`src/hdl/bsa_pkg.sv`:
```
// Shared types, constants and helper functions for the bitmap slot allocator.
// No dependencies; every other file in hdl/ except bsa_ram refers to this package by scope.
package bsa_pkg;

	localparam int WORD_BITS   = 32;
	localparam int MAX_SLOTS   = 1024;
	localparam int WORD_DEPTH  = (MAX_SLOTS + WORD_BITS - 1) / WORD_BITS;
	localparam int BIT_W       = $clog2(WORD_BITS);
	localparam int WIDX_W      = $clog2(WORD_DEPTH);
	localparam int SLOT_W      = 10;
	localparam int ENT_W       = 11;
	localparam int FILL_W      = 9;
	localparam int FRAC_W      = 8;
	localparam int FILL_ONE    = 256;
	localparam int THR_W       = ENT_W + FRAC_W;
	localparam int QUEUE_DEPTH = 2;
	localparam int PADDR_W     = 4;
	localparam int PDATA_W     = 32;

	// register reset values
	localparam logic [ENT_W-1:0]  ENTRY_TOTAL_RST = ENT_W'(1024);
	localparam logic [FILL_W-1:0] FILL_LIMIT_RST  = FILL_W'(256);

	// register indexes (paddr[3:2])
	localparam logic [1:0] REG_ENTRY_TOTAL   = 2'd0;
	localparam logic [1:0] REG_COUNTING_MODE = 2'd1;
	localparam logic [1:0] REG_FILL_LIMIT    = 2'd2;
	localparam logic [1:0] REG_START_POLICY  = 2'd3;

	typedef enum logic {
		OP_ALLOC = 1'b0,
		OP_FREE  = 1'b1
	} op_t;

	typedef struct packed {
		op_t               operation;
		logic [SLOT_W-1:0] slot_index;
	} in_item_t;

	typedef struct packed {
		logic [SLOT_W-1:0] granted_slot;
		logic              alloc_failed;
		logic              free_error;
	} result_t;

	// classified command held in the queue
	typedef struct packed {
		op_t               operation;
		logic [SLOT_W-1:0] slot_index;
		logic              oor;
	} cmd_t;

	// decoded configuration handed to the back end
	typedef struct packed {
		logic [ENT_W-1:0]  entries;
		logic [WIDX_W:0]   words;
		logic              counting;
		logic              start_policy;
		logic [THR_W-1:0]  threshold;
		logic              clear;
	} cfg_t;

	// Bits of word w that map to real slots.
	function automatic logic [WORD_BITS-1:0] valid_mask(input logic [WIDX_W-1:0] w,
			input logic [ENT_W-1:0] entries);
		logic [ENT_W-BIT_W-1:0] hi;
		logic [BIT_W-1:0]       lo;
		logic [WORD_BITS-1:0]   m;
		hi = entries[ENT_W-1:BIT_W];
		lo = entries[BIT_W-1:0];
		if (hi > (ENT_W-BIT_W)'(w)) begin
			m = '1;
		end else if (hi == (ENT_W-BIT_W)'(w)) begin
			m = ~({WORD_BITS{1'b1}} << lo);
		end else begin
			m = '0;
		end
		return m;
	endfunction

	function automatic logic [BIT_W-1:0] lowest_bit(input logic [WORD_BITS-1:0] v);
		logic [BIT_W-1:0] idx;
		idx = '0;
		for (int i = WORD_BITS - 1; i >= 0; i--) begin
			if (v[i]) idx = BIT_W'(i);
		end
		return idx;
	endfunction

	function automatic logic [WIDX_W-1:0] lowest_word(input logic [WORD_DEPTH-1:0] v);
		logic [WIDX_W-1:0] idx;
		idx = '0;
		for (int i = WORD_DEPTH - 1; i >= 0; i--) begin
			if (v[i]) idx = WIDX_W'(i);
		end
		return idx;
	endfunction

endpackage

```
`src/hdl/bsa_ram.sv`:
```
// Generic single-write, single-read RAM with registered read data.
// No dependencies.
module bsa_ram #(
	parameter int WIDTH = 32,
	parameter int DEPTH = 32
) (
	input  logic                     clk,
	input  logic                     we,
	input  logic [$clog2(DEPTH)-1:0] waddr,
	input  logic [WIDTH-1:0]         wdata,
	input  logic                     re,
	input  logic [$clog2(DEPTH)-1:0] raddr,
	output logic [WIDTH-1:0]         rdata
);

	logic [WIDTH-1:0] mem_q [DEPTH];

	always_ff @(posedge clk) begin
		if (we) mem_q[waddr] <= wdata;
		if (re) rdata <= mem_q[raddr];
	end

endmodule

```
`src/hdl/bsa_front.sv`:
```
// Front end: accepts request transactions, range-checks free requests.
// Depends on bsa_pkg; feeds bsa_queue.
module bsa_front (
	input  logic                      clk,
	input  logic                      arst_n,
	input  logic                      start,
	input  bsa_pkg::in_item_t         cmd,
	input  logic [bsa_pkg::ENT_W-1:0] entries,
	output logic                      busy,
	input  logic                      q_full,
	output logic                      q_push,
	output bsa_pkg::cmd_t             q_data
);

	logic          valid_s1;
	bsa_pkg::cmd_t cmd_s1;
	logic          accept;

	assign busy   = valid_s1 && q_full;
	assign accept = start && !busy;
	assign q_push = valid_s1 && !q_full;
	assign q_data = cmd_s1;

	always_ff @(posedge clk or negedge arst_n) begin
		if (!arst_n) begin
			valid_s1 <= 1'b0;
		end else if (accept) begin
			valid_s1 <= 1'b1;
		end else if (q_push) begin
			valid_s1 <= 1'b0;
		end
	end

	always_ff @(posedge clk) begin
		if (accept) begin
			cmd_s1.operation  <= cmd.operation;
			cmd_s1.slot_index <= cmd.slot_index;
			cmd_s1.oor        <= ({1'b0, cmd.slot_index} >= entries);
		end
	end

endmodule

```
`src/hdl/bsa_queue.sv`:
```
// Short FIFO of classified commands between front and back end.
// Depends on bsa_pkg.
module bsa_queue #(
	parameter int DEPTH = bsa_pkg::QUEUE_DEPTH
) (
	input  logic          clk,
	input  logic          arst_n,
	input  logic          push,
	input  bsa_pkg::cmd_t push_data,
	output logic          full,
	input  logic          pop,
	output logic          empty,
	output bsa_pkg::cmd_t head
);

	localparam int PTR_W = $clog2(DEPTH);
	localparam int CNT_W = $clog2(DEPTH + 1);

	bsa_pkg::cmd_t    slots_q [DEPTH];
	logic [PTR_W-1:0] wr_ptr_q;
	logic [PTR_W-1:0] rd_ptr_q;
	logic [CNT_W-1:0] count_q;

	assign full  = (count_q == CNT_W'(DEPTH));
	assign empty = (count_q == '0);
	assign head  = slots_q[rd_ptr_q];

	function automatic logic [PTR_W-1:0] bump(input logic [PTR_W-1:0] p);
		return (p == PTR_W'(DEPTH - 1)) ? '0 : p + PTR_W'(1);
	endfunction

	always_ff @(posedge clk or negedge arst_n) begin
		if (!arst_n) begin
			wr_ptr_q <= '0;
			rd_ptr_q <= '0;
			count_q  <= '0;
		end else begin
			if (push) wr_ptr_q <= bump(wr_ptr_q);
			if (pop)  rd_ptr_q <= bump(rd_ptr_q);
			if (push && !pop) begin
				count_q <= count_q + CNT_W'(1);
			end else if (pop && !push) begin
				count_q <= count_q - CNT_W'(1);
			end
		end
	end

	always_ff @(posedge clk) begin
		if (push) slots_q[wr_ptr_q] <= push_data;
	end

endmodule

```
`src/hdl/bsa_back.sv`:
```
// Back end: word search, bitmap read-modify-write, usage count, result register.
// Depends on bsa_pkg and bsa_ram.
module bsa_back (
	input  logic              clk,
	input  logic              arst_n,
	input  bsa_pkg::cfg_t     cfg,
	input  logic              q_empty,
	input  bsa_pkg::cmd_t     q_head,
	output logic              q_pop,
	output logic              done,
	output bsa_pkg::result_t  result
);

	localparam int WB = bsa_pkg::WORD_BITS;
	localparam int WD = bsa_pkg::WORD_DEPTH;
	localparam int WW = bsa_pkg::WIDX_W;
	localparam int BW = bsa_pkg::BIT_W;
	localparam int EW = bsa_pkg::ENT_W;

	typedef enum logic {
		ST_IDLE,
		ST_EXEC
	} state_t;

	state_t          state_q;
	logic [WD-1:0]   full_q;    // word has no free valid bit
	logic [WD-1:0]   wvalid_q;  // word written since last clear
	logic [EW-1:0]   used_q;
	logic [WW-1:0]   start_q;
	logic            done_q;
	bsa_pkg::result_t result_q;

	// stage 1 (search/read) -> stage 2 (update)
	bsa_pkg::op_t    op_s1;
	logic [WW-1:0]   word_s1;
	logic [BW-1:0]   bit_s1;
	logic            alloc_ok_s1;
	logic            oor_s1;

	// search
	logic [WD-1:0]   has_free;
	logic [WD-1:0]   from_start;
	logic [WW-1:0]   pick;
	logic            limit_hit;
	logic            alloc_go;
	logic            is_alloc;
	logic [WW-1:0]   rd_word;
	logic [WW:0]     start_inc;
	logic [WW-1:0]   rr_next;

	// update
	logic [WB-1:0]   rdata;
	logic [WB-1:0]   word_data;
	logic [WB-1:0]   vmask;
	logic [WB-1:0]   free_bits;
	logic [BW-1:0]   abit;
	logic [WB-1:0]   a_onehot;
	logic [WB-1:0]   f_onehot;
	logic            free_ok;
	logic            in_exec;
	logic            we;
	logic [WB-1:0]   wdata;

	always_comb begin
		for (int w = 0; w < WD; w++) begin
			has_free[w] = !full_q[w] && ((WW+1)'(w) < cfg.words);
		end
	end

	assign from_start = has_free & ({WD{1'b1}} << start_q);
	assign pick       = (|from_start) ? bsa_pkg::lowest_word(from_start)
	                                  : bsa_pkg::lowest_word(has_free);
	assign limit_hit  = cfg.counting &&
	                    ({used_q, {bsa_pkg::FRAC_W{1'b0}}} >= cfg.threshold);
	assign alloc_go   = (cfg.entries != '0) && !limit_hit;
	assign is_alloc   = (q_head.operation == bsa_pkg::OP_ALLOC);
	assign rd_word    = is_alloc ? pick
	                             : q_head.slot_index[bsa_pkg::SLOT_W-1 -: WW];
	assign start_inc  = {1'b0, start_q} + (WW+1)'(1);
	assign rr_next    = (start_inc >= cfg.words) ? '0 : start_inc[WW-1:0];
	assign q_pop      = (state_q == ST_IDLE) && !q_empty;

	bsa_ram #(
		.WIDTH (WB),
		.DEPTH (WD)
	) u_ram (
		.clk   (clk),
		.we    (we),
		.waddr (word_s1),
		.wdata (wdata),
		.re    (q_pop),
		.raddr (rd_word),
		.rdata (rdata)
	);

	// unwritten words read as all clear
	assign in_exec   = (state_q == ST_EXEC);
	assign word_data = wvalid_q[word_s1] ? rdata : '0;
	assign vmask     = bsa_pkg::valid_mask(word_s1, cfg.entries);
	assign free_bits = ~word_data & vmask;
	assign abit      = bsa_pkg::lowest_bit(free_bits);
	assign a_onehot  = WB'(1) << abit;
	assign f_onehot  = WB'(1) << bit_s1;
	assign free_ok   = !oor_s1 && ((word_data & f_onehot) != '0);
	assign we        = in_exec && ((op_s1 == bsa_pkg::OP_ALLOC) ? alloc_ok_s1 : free_ok);
	assign wdata     = (op_s1 == bsa_pkg::OP_ALLOC) ? (word_data | a_onehot)
	                                                : (word_data & ~f_onehot);

	assign done   = done_q;
	assign result = result_q;

	always_ff @(posedge clk or negedge arst_n) begin
		if (!arst_n) begin
			state_q  <= ST_IDLE;
			full_q   <= '0;
			wvalid_q <= '0;
			used_q   <= '0;
			start_q  <= '0;
			done_q   <= 1'b0;
		end else if (cfg.clear) begin
			state_q  <= ST_IDLE;
			full_q   <= '0;
			wvalid_q <= '0;
			used_q   <= '0;
			start_q  <= '0;
			done_q   <= 1'b0;
		end else begin
			done_q <= 1'b0;
			unique case (state_q)
				ST_IDLE: begin
					if (q_pop) begin
						state_q <= ST_EXEC;
						// round robin advances on every allocate past the limit check when the entry total is nonzero
						if (is_alloc && alloc_go && !cfg.start_policy) start_q <= rr_next;
					end
				end
				ST_EXEC: begin
					state_q <= ST_IDLE;
					done_q  <= 1'b1;
					if (we) begin
						wvalid_q[word_s1] <= 1'b1;
						full_q[word_s1]   <= &(wdata | ~vmask);
						if (cfg.start_policy) start_q <= word_s1;
						if (cfg.counting) begin
							if (op_s1 == bsa_pkg::OP_ALLOC) begin
								used_q <= used_q + EW'(1);
							end else if (used_q != '0) begin
								used_q <= used_q - EW'(1);
							end
						end
					end
				end
			endcase
		end
	end

	always_ff @(posedge clk) begin
		if (q_pop) begin
			op_s1       <= q_head.operation;
			word_s1     <= rd_word;
			bit_s1      <= q_head.slot_index[BW-1:0];
			alloc_ok_s1 <= alloc_go && (|has_free);
			oor_s1      <= q_head.oor;
		end
		if (in_exec) begin
			if (op_s1 == bsa_pkg::OP_ALLOC) begin
				result_q.granted_slot <= alloc_ok_s1 ? bsa_pkg::SLOT_W'({word_s1, abit}) : '0;
				result_q.alloc_failed <= !alloc_ok_s1;
				result_q.free_error   <= 1'b0;
			end else begin
				result_q.granted_slot <= '0;
				result_q.alloc_failed <= 1'b0;
				result_q.free_error   <= !free_ok;
			end
		end
	end

endmodule

```
`src/hdl/bitmap_slot_allocator.sv`:
```
// Top level of the bitmap slot allocator: APB register file and front/queue/back.
// Depends on bsa_pkg, bsa_front, bsa_queue, bsa_back (which holds bsa_ram).
//
//  channel   | handshake                       | payload
//  ----------+---------------------------------+------------------------------
//  request   | start / busy                    | cmd (operation, slot_index)
//  result    | done, one-cycle strobe          | result (granted_slot,
//            |                                 |   alloc_failed, free_error)
//  config    | psel, penable, pwrite, pready   | paddr, pwdata, prdata
//
// Sequence: the back end takes each transaction through word search and bitmap
// read, then bit update and write-back, and pops no new transaction until the
// last one is through; a result strobes from the result register after the front
// stage, the queue, the registered bitmap read and the update when the queue is empty.
// Reset and every register write clear the bitmap (per-word valid bits, no
// clearing pass), the usage count and the start word.
// Stalls: busy rises only when the front stage and the queue are both full;
// results are never held off by the receiver.
module bitmap_slot_allocator #(
	parameter int QUEUE_DEPTH = bsa_pkg::QUEUE_DEPTH
) (
	input  logic                          clk,
	input  logic                          arst_n,
	// request transaction
	input  logic                          start,
	output logic                          busy,
	input  bsa_pkg::in_item_t             cmd,
	// result transaction
	output logic                          done,
	output bsa_pkg::result_t              result,
	// configuration
	input  logic                          psel,
	input  logic                          penable,
	input  logic                          pwrite,
	input  logic [bsa_pkg::PADDR_W-1:0]   paddr,
	input  logic [bsa_pkg::PDATA_W-1:0]   pwdata,
	output logic [bsa_pkg::PDATA_W-1:0]   prdata,
	output logic                          pready
);

	localparam int EW = bsa_pkg::ENT_W;
	localparam int FW = bsa_pkg::FILL_W;
	localparam int TW = bsa_pkg::THR_W;

	// --- register file -----------------------------------------------------
	logic [EW-1:0] entry_total_q;
	logic          counting_mode_q;
	logic [FW-1:0] fill_limit_q;
	logic          start_policy_q;
	logic          cfg_wr;
	logic [1:0]    reg_idx;

	assign pready  = 1'b1;
	assign cfg_wr  = psel && penable && pwrite;
	assign reg_idx = paddr[3:2];

	always_ff @(posedge clk or negedge arst_n) begin
		if (!arst_n) begin
			entry_total_q   <= bsa_pkg::ENTRY_TOTAL_RST;
			counting_mode_q <= 1'b0;
			fill_limit_q    <= bsa_pkg::FILL_LIMIT_RST;
			start_policy_q  <= 1'b0;
		end else if (cfg_wr) begin
			unique case (reg_idx)
				bsa_pkg::REG_ENTRY_TOTAL:   entry_total_q   <= pwdata[EW-1:0];
				bsa_pkg::REG_COUNTING_MODE: counting_mode_q <= pwdata[0];
				bsa_pkg::REG_FILL_LIMIT:    fill_limit_q    <= pwdata[FW-1:0];
				bsa_pkg::REG_START_POLICY:  start_policy_q  <= pwdata[0];
			endcase
		end
	end

	always_comb begin
		unique case (reg_idx)
			bsa_pkg::REG_ENTRY_TOTAL:   prdata = bsa_pkg::PDATA_W'(entry_total_q);
			bsa_pkg::REG_COUNTING_MODE: prdata = bsa_pkg::PDATA_W'(counting_mode_q);
			bsa_pkg::REG_FILL_LIMIT:    prdata = bsa_pkg::PDATA_W'(fill_limit_q);
			bsa_pkg::REG_START_POLICY:  prdata = bsa_pkg::PDATA_W'(start_policy_q);
		endcase
	end

	// --- derived configuration ----------------------------------------------
	// Entry totals above the slot count and fill limits above one whole act
	// as the maximum.
	logic [EW-1:0]    entries_c;
	logic [FW-1:0]    limit_c;
	logic [EW-1:0]    words_sum;
	logic [FW+EW-1:0] thr_prod;
	logic [TW-1:0]    threshold_q;
	bsa_pkg::cfg_t    cfg;

	assign entries_c = (entry_total_q > EW'(bsa_pkg::MAX_SLOTS)) ? EW'(bsa_pkg::MAX_SLOTS)
	                                                              : entry_total_q;
	assign limit_c   = (fill_limit_q > FW'(bsa_pkg::FILL_ONE)) ? FW'(bsa_pkg::FILL_ONE)
	                                                           : fill_limit_q;
	// entries_c is at most MAX_SLOTS, so the rounding add cannot carry out
	assign words_sum = entries_c + EW'(bsa_pkg::WORD_BITS - 1);
	// limit check is used_count*256 >= limit*entries, exact in integers
	assign thr_prod  = {{EW{1'b0}}, limit_c} * {{FW{1'b0}}, entries_c};

	// threshold only moves on a register write; the back end reads it once any
	// following request has passed the front stage and the queue
	always_ff @(posedge clk or negedge arst_n) begin
		if (!arst_n) begin
			threshold_q <= TW'(bsa_pkg::FILL_ONE * bsa_pkg::MAX_SLOTS);
		end else begin
			threshold_q <= thr_prod[TW-1:0];
		end
	end

	always_comb begin
		cfg.entries      = entries_c;
		cfg.words        = words_sum[EW-1:bsa_pkg::BIT_W];
		cfg.counting     = counting_mode_q;
		cfg.start_policy = start_policy_q;
		cfg.threshold    = threshold_q;
		cfg.clear        = cfg_wr;
	end

	// --- datapath -------------------------------------------------------------
	logic          q_full;
	logic          q_push;
	logic          q_pop;
	logic          q_empty;
	bsa_pkg::cmd_t q_in;
	bsa_pkg::cmd_t q_head;

	bsa_front u_front (
		.clk     (clk),
		.arst_n  (arst_n),
		.start   (start),
		.cmd     (cmd),
		.entries (entries_c),
		.busy    (busy),
		.q_full  (q_full),
		.q_push  (q_push),
		.q_data  (q_in)
	);

	bsa_queue #(
		.DEPTH (QUEUE_DEPTH)
	) u_queue (
		.clk       (clk),
		.arst_n    (arst_n),
		.push      (q_push),
		.push_data (q_in),
		.full      (q_full),
		.pop       (q_pop),
		.empty     (q_empty),
		.head      (q_head)
	);

	bsa_back u_back (
		.clk     (clk),
		.arst_n  (arst_n),
		.cfg     (cfg),
		.q_empty (q_empty),
		.q_head  (q_head),
		.q_pop   (q_pop),
		.done    (done),
		.result  (result)
	);

endmodule

```
`config.mk`:
```
export PLATFORM = sky130hd
export DESIGN_NAME = bitmap_slot_allocator
export DESIGN_NICKNAME = d
export VERILOG_FILES = /design/src/hdl/bsa_pkg.sv /design/src/hdl/bsa_ram.sv /design/src/hdl/bsa_front.sv /design/src/hdl/bsa_queue.sv /design/src/hdl/bsa_back.sv /design/src/hdl/bitmap_slot_allocator.sv
export SDC_FILE = /design/constraint.sdc
export NUM_CORES = 2
export LEC_CHECK = 0
export BUFFER_PORTS_ARGS = -buffer_cell sky130_fd_sc_hd__buf_2
export CAP_MARGIN = 0
export CORE_MARGIN = 4
export CORE_UTILIZATION = 45
export DETAILED_ROUTE_END_ITERATION = 7
export REMOVE_ABC_BUFFERS = 1
export SYNTH_ARGS = -nofsm -noshare
export SYNTH_HDL_FRONTEND = slang
export SYNTH_SLANG_ARGS = --single-unit
```
`constraint.sdc`:
```
create_clock -name clk -period 5.85 [get_ports clk]
set_input_delay 0.585 -clock clk [delete_from_list [all_inputs] [get_ports clk]]
set_output_delay 0.585 -clock clk [all_outputs]
set_load 0.1 [all_outputs]
```
==> run metrics <==
run status=finished, final reports clean; RSZ-0062 raised after global routing=no; cell area after synthesis=roughly 58000 um2; fin cells=between 6000 and 7000; clk_lat worst skew=about 0.77 ns; Top Metal Used=met4; number of global-route vias before repair=approximately 36000; die height=367 um; Max Root-Sink Buffers=3; largest net degree at the start of global routing=between 60 and 70; Avg Cell Area, Syn=between 10 and 15 um2; Worst-Margin Slew=1.11 ns; Rows=approximately 130; required time of the critical path=roughly 6.3 ns; 1st-iter DRT viols=around 3600; Reg clk slew, reported paths=approximately 0.06 ns; gr usage total=approximately 25%; Final Critical Period=roughly 5.7 ns; Boundary Pins=100; DIE WIDTH=367 um; Via density=around 6; placed cell count=about 6000; cts bufs inserted=135; CTS Root Cell=clkbuf_16; IO buf count=between 50 and 60; Via Count=37500; Netlist cell types=between 100 and 150; Worst path slowest cell=or4b_4; Worst IR Drop VDD=~0.49 mV; Hold Violations, Final=0; CP Max Fanout=28; Post-synth ARST share=around a tenth; Worst EP arrival=approximately 6 ns; Max Clock Freq=roughly 180 MHz; Tcrit/Tclk final=97.1%; Post-Syn Instances=around 4100; Worst Setup Start Kind=register; CP Class=register to register; wirelength, routed=roughly 170 mm; most numerous cell on the critical path=buf_4; Crit. End Element=register; die area=135000 um2; Power Dens Cells=610 nW/um2; Post-Route M1 WL=about 79 mm; max-cap violation count=0; Post-Place Setup Slack=-0.122 ns; Seq/Total Area, Yosys=a little over three fifths; Final Skew=between 0.05 and 0.06 ns; synth warn=0; first-pass GRT wire length=251 mm; setup violators final=0; initial antenna violation count=3; Routability Congestion=1.01; fin. max-slew vios=0; CTS Sinks=~1200; Antenna Nets Post-Route=0; number of synthesized flops with an enable pin=1117; CTS tree=yes; routed length per instance=about 28 um; Largest stage delay, worst path=approximately 0.59 ns; drt pass-1 iters=5; Final Util=about 53%; total power=around 0.042 W; total grt overflow=0; critical-path cell list=buf_4 -> nor4_2 -> buf_4 -> nand2_1 -> a21oi_1 -> nand2_1 -> a31o_1 -> or4b_4 -> or4_4 -> nor4b_1 -> buf_4 -> o31ai_4 -> buf_12 -> buf_12 -> buf_4 -> mux2i_1 -> a22oi_1 -> nand4_1 -> nor2_1; Rel. slew slack=about a quarter; wire length on met3=11.7 mm; share of layout cells above drive strength 1=around a fifth; met2 WL post-DR=around 79 mm; Top FF cell, synth=edfxtp_1; number of synthesized register bits=1245; Initial Util=roughly 45%; Layout Nets=4707; WHS=roughly 0.07 ns; area delta synth->final=17.6%; detailed placement HPWL=114 mm; Hold Crit Class=primary input to register; final worst slack=approximately 0.17 ns; Static Leak=roughly 25 nW; Core Region=about 130000 um2; H-tree depth=4; drc violations=0
==> stage by stage <==
stage                     TNS (ns)  cell area, um2
after floorplan           -2084.34           57000
after global placement      -0.209           63800
after detailed placement    -0.122           63800
after CTS                        0           68100
after global routing             0           68200
final                            0           68300
==> placed cells by master, fill, tap and decap left out, types with 22 or more instances in the layout <==
master	instances
buf_12	82
inv_1	150
nor2_4	32
dfrtp_1	125
nor2b_1	30
fa_1	64
o22ai_1	28
o21ai_2	23
nor2_1	232
a22oi_1	261
edfxtp_1	1117
nand4_1	78
buf_2	53
a21o_1	25
o21ai_0	86
clkinv_1	27
o21a_1	32
nand2b_1	24
conb_1	22
nand3_1	33
mux2i_1	550
buf_4	322
o211ai_1	36
clkinv_2	30
mux2_2	29
mux2i_4	31
nor3_1	38
clkbuf_16	137
a31oi_1	29
xnor2_1	22
ha_1	84
nand2_1	228
a21oi_1	116
==> final timing paths <==
path / from / endpoint / slack [ns] / depth (start not counted)
max: entry_total_q[2] / u_back.u_ram.rdata[9] / 0.17 / 19
min in group asynchronous: arst_n / u_back.used_q[8] / 0.43 / 2
min reg2reg: u_front.q_data[5] / u_queue.slots_q[0][5] / 0.43 / 0
max in group asynchronous: arst_n / u_back.full_q[28] / 4.11 / 3
max reg2reg: entry_total_q[2] / u_back.u_ram.rdata[9] / 0.17 / 19
min: cmd[10] / u_front.q_data[11] / 0.07 / 1
==> cells in the mapped netlist (32+ instances only) <==
library cell	number	area share [%]
a22oi_1	261	3.4
nand2_1	228	1.5
dfrtp_1	125	5.4
nand4_1	78	0.84
buf_2	69	0.60
ha_1	84	1.8
mux2i_1	550	9.5
o21ai_0	109	0.94
clkbuf_1	130	0.84
nand3_1	34	0.29
fa_1	64	2.2
edfxtp_1	1117	58
nor3_1	38	0.33
nor2b_1	36	0.39
inv_1	151	0.98
nor2_1	266	1.7
a21oi_1	119	1.0
o211ai_1	36	0.47
o21a_1	32	0.41
==> layout make-up <==
class	count	area [um2]
fill	10600	59600
antenna	2	5.00
clock buffer	156	3500
multi-input combinational	2506	20200
clock inverter	87	759
sequential	1245	36700
timing repair buffer	462	4380
tap	1662	2080
inverter	156	596
==> metal layers <==
metal | global-route usage (%) | vias up
met5 | 0 | -
li1 | - | 16700
met4 | 5.96 | 0
met1 | 37.5 | 19300
met3 | 3.89 | 238
met2 | 39.1 | 1338
==> sequential cells by signal, indices dropped and copies added, names as in the netlist, 2 cells and up <==
name	count
u_back.result	12
u_back.start_q	5
u_back.bit_s1	5
u_back.wvalid_q	32
fill_limit_q	9
u_back.word_s1	5
u_back.full_q	32
u_front.q_data	12
entry_total_q	11
u_queue.count_q	2
u_back.used_q	11
u_queue.slots_q	24
u_back.u_ram.rdata	32
u_back.u_ram.mem_q	1024
threshold_q	19
==> where the power goes <==
group	total, W	internal [W]	switching, W
Sequential	0.0127	0.0120	0.000736
Combinational	0.0207	0.00785	0.0129
Clock	0.00818	0.00464	0.00353
==> cell families after synthesis <==
kind of cell,Yosys count,share of synthesized area (%)
xor gates and xnor gates,25,0.377
DFF,1245,63.3
muxes,613,11.3
other,2,0.0129
adders and majority gates,148,4.02
buffers and inverters,399,3.01
AOI/OAI and AO/OA,859,10.9
and+or+nand+nor,839,7.05
==> worst max-delay path: cells and delay by family (launching register included) <==
kind,cells,cell delay (ns)
DFF,1,0.44
buffers and inverters,6,1.15
AOI/OAI and AO/OA,4,0.98
and+or+nand+nor,8,2.68
muxes,1,0.12
==> what timing repair did <==
item	in CTS	in global routing
hold buffers	2	0
buffers inserted	0	3
endpoints found under the setup margin	2	64
resized for setup	5	34
cloned	0	0
pin swaps	0	7
endpoints found under the hold margin	64	0
(Power assumes the default switching activity.)
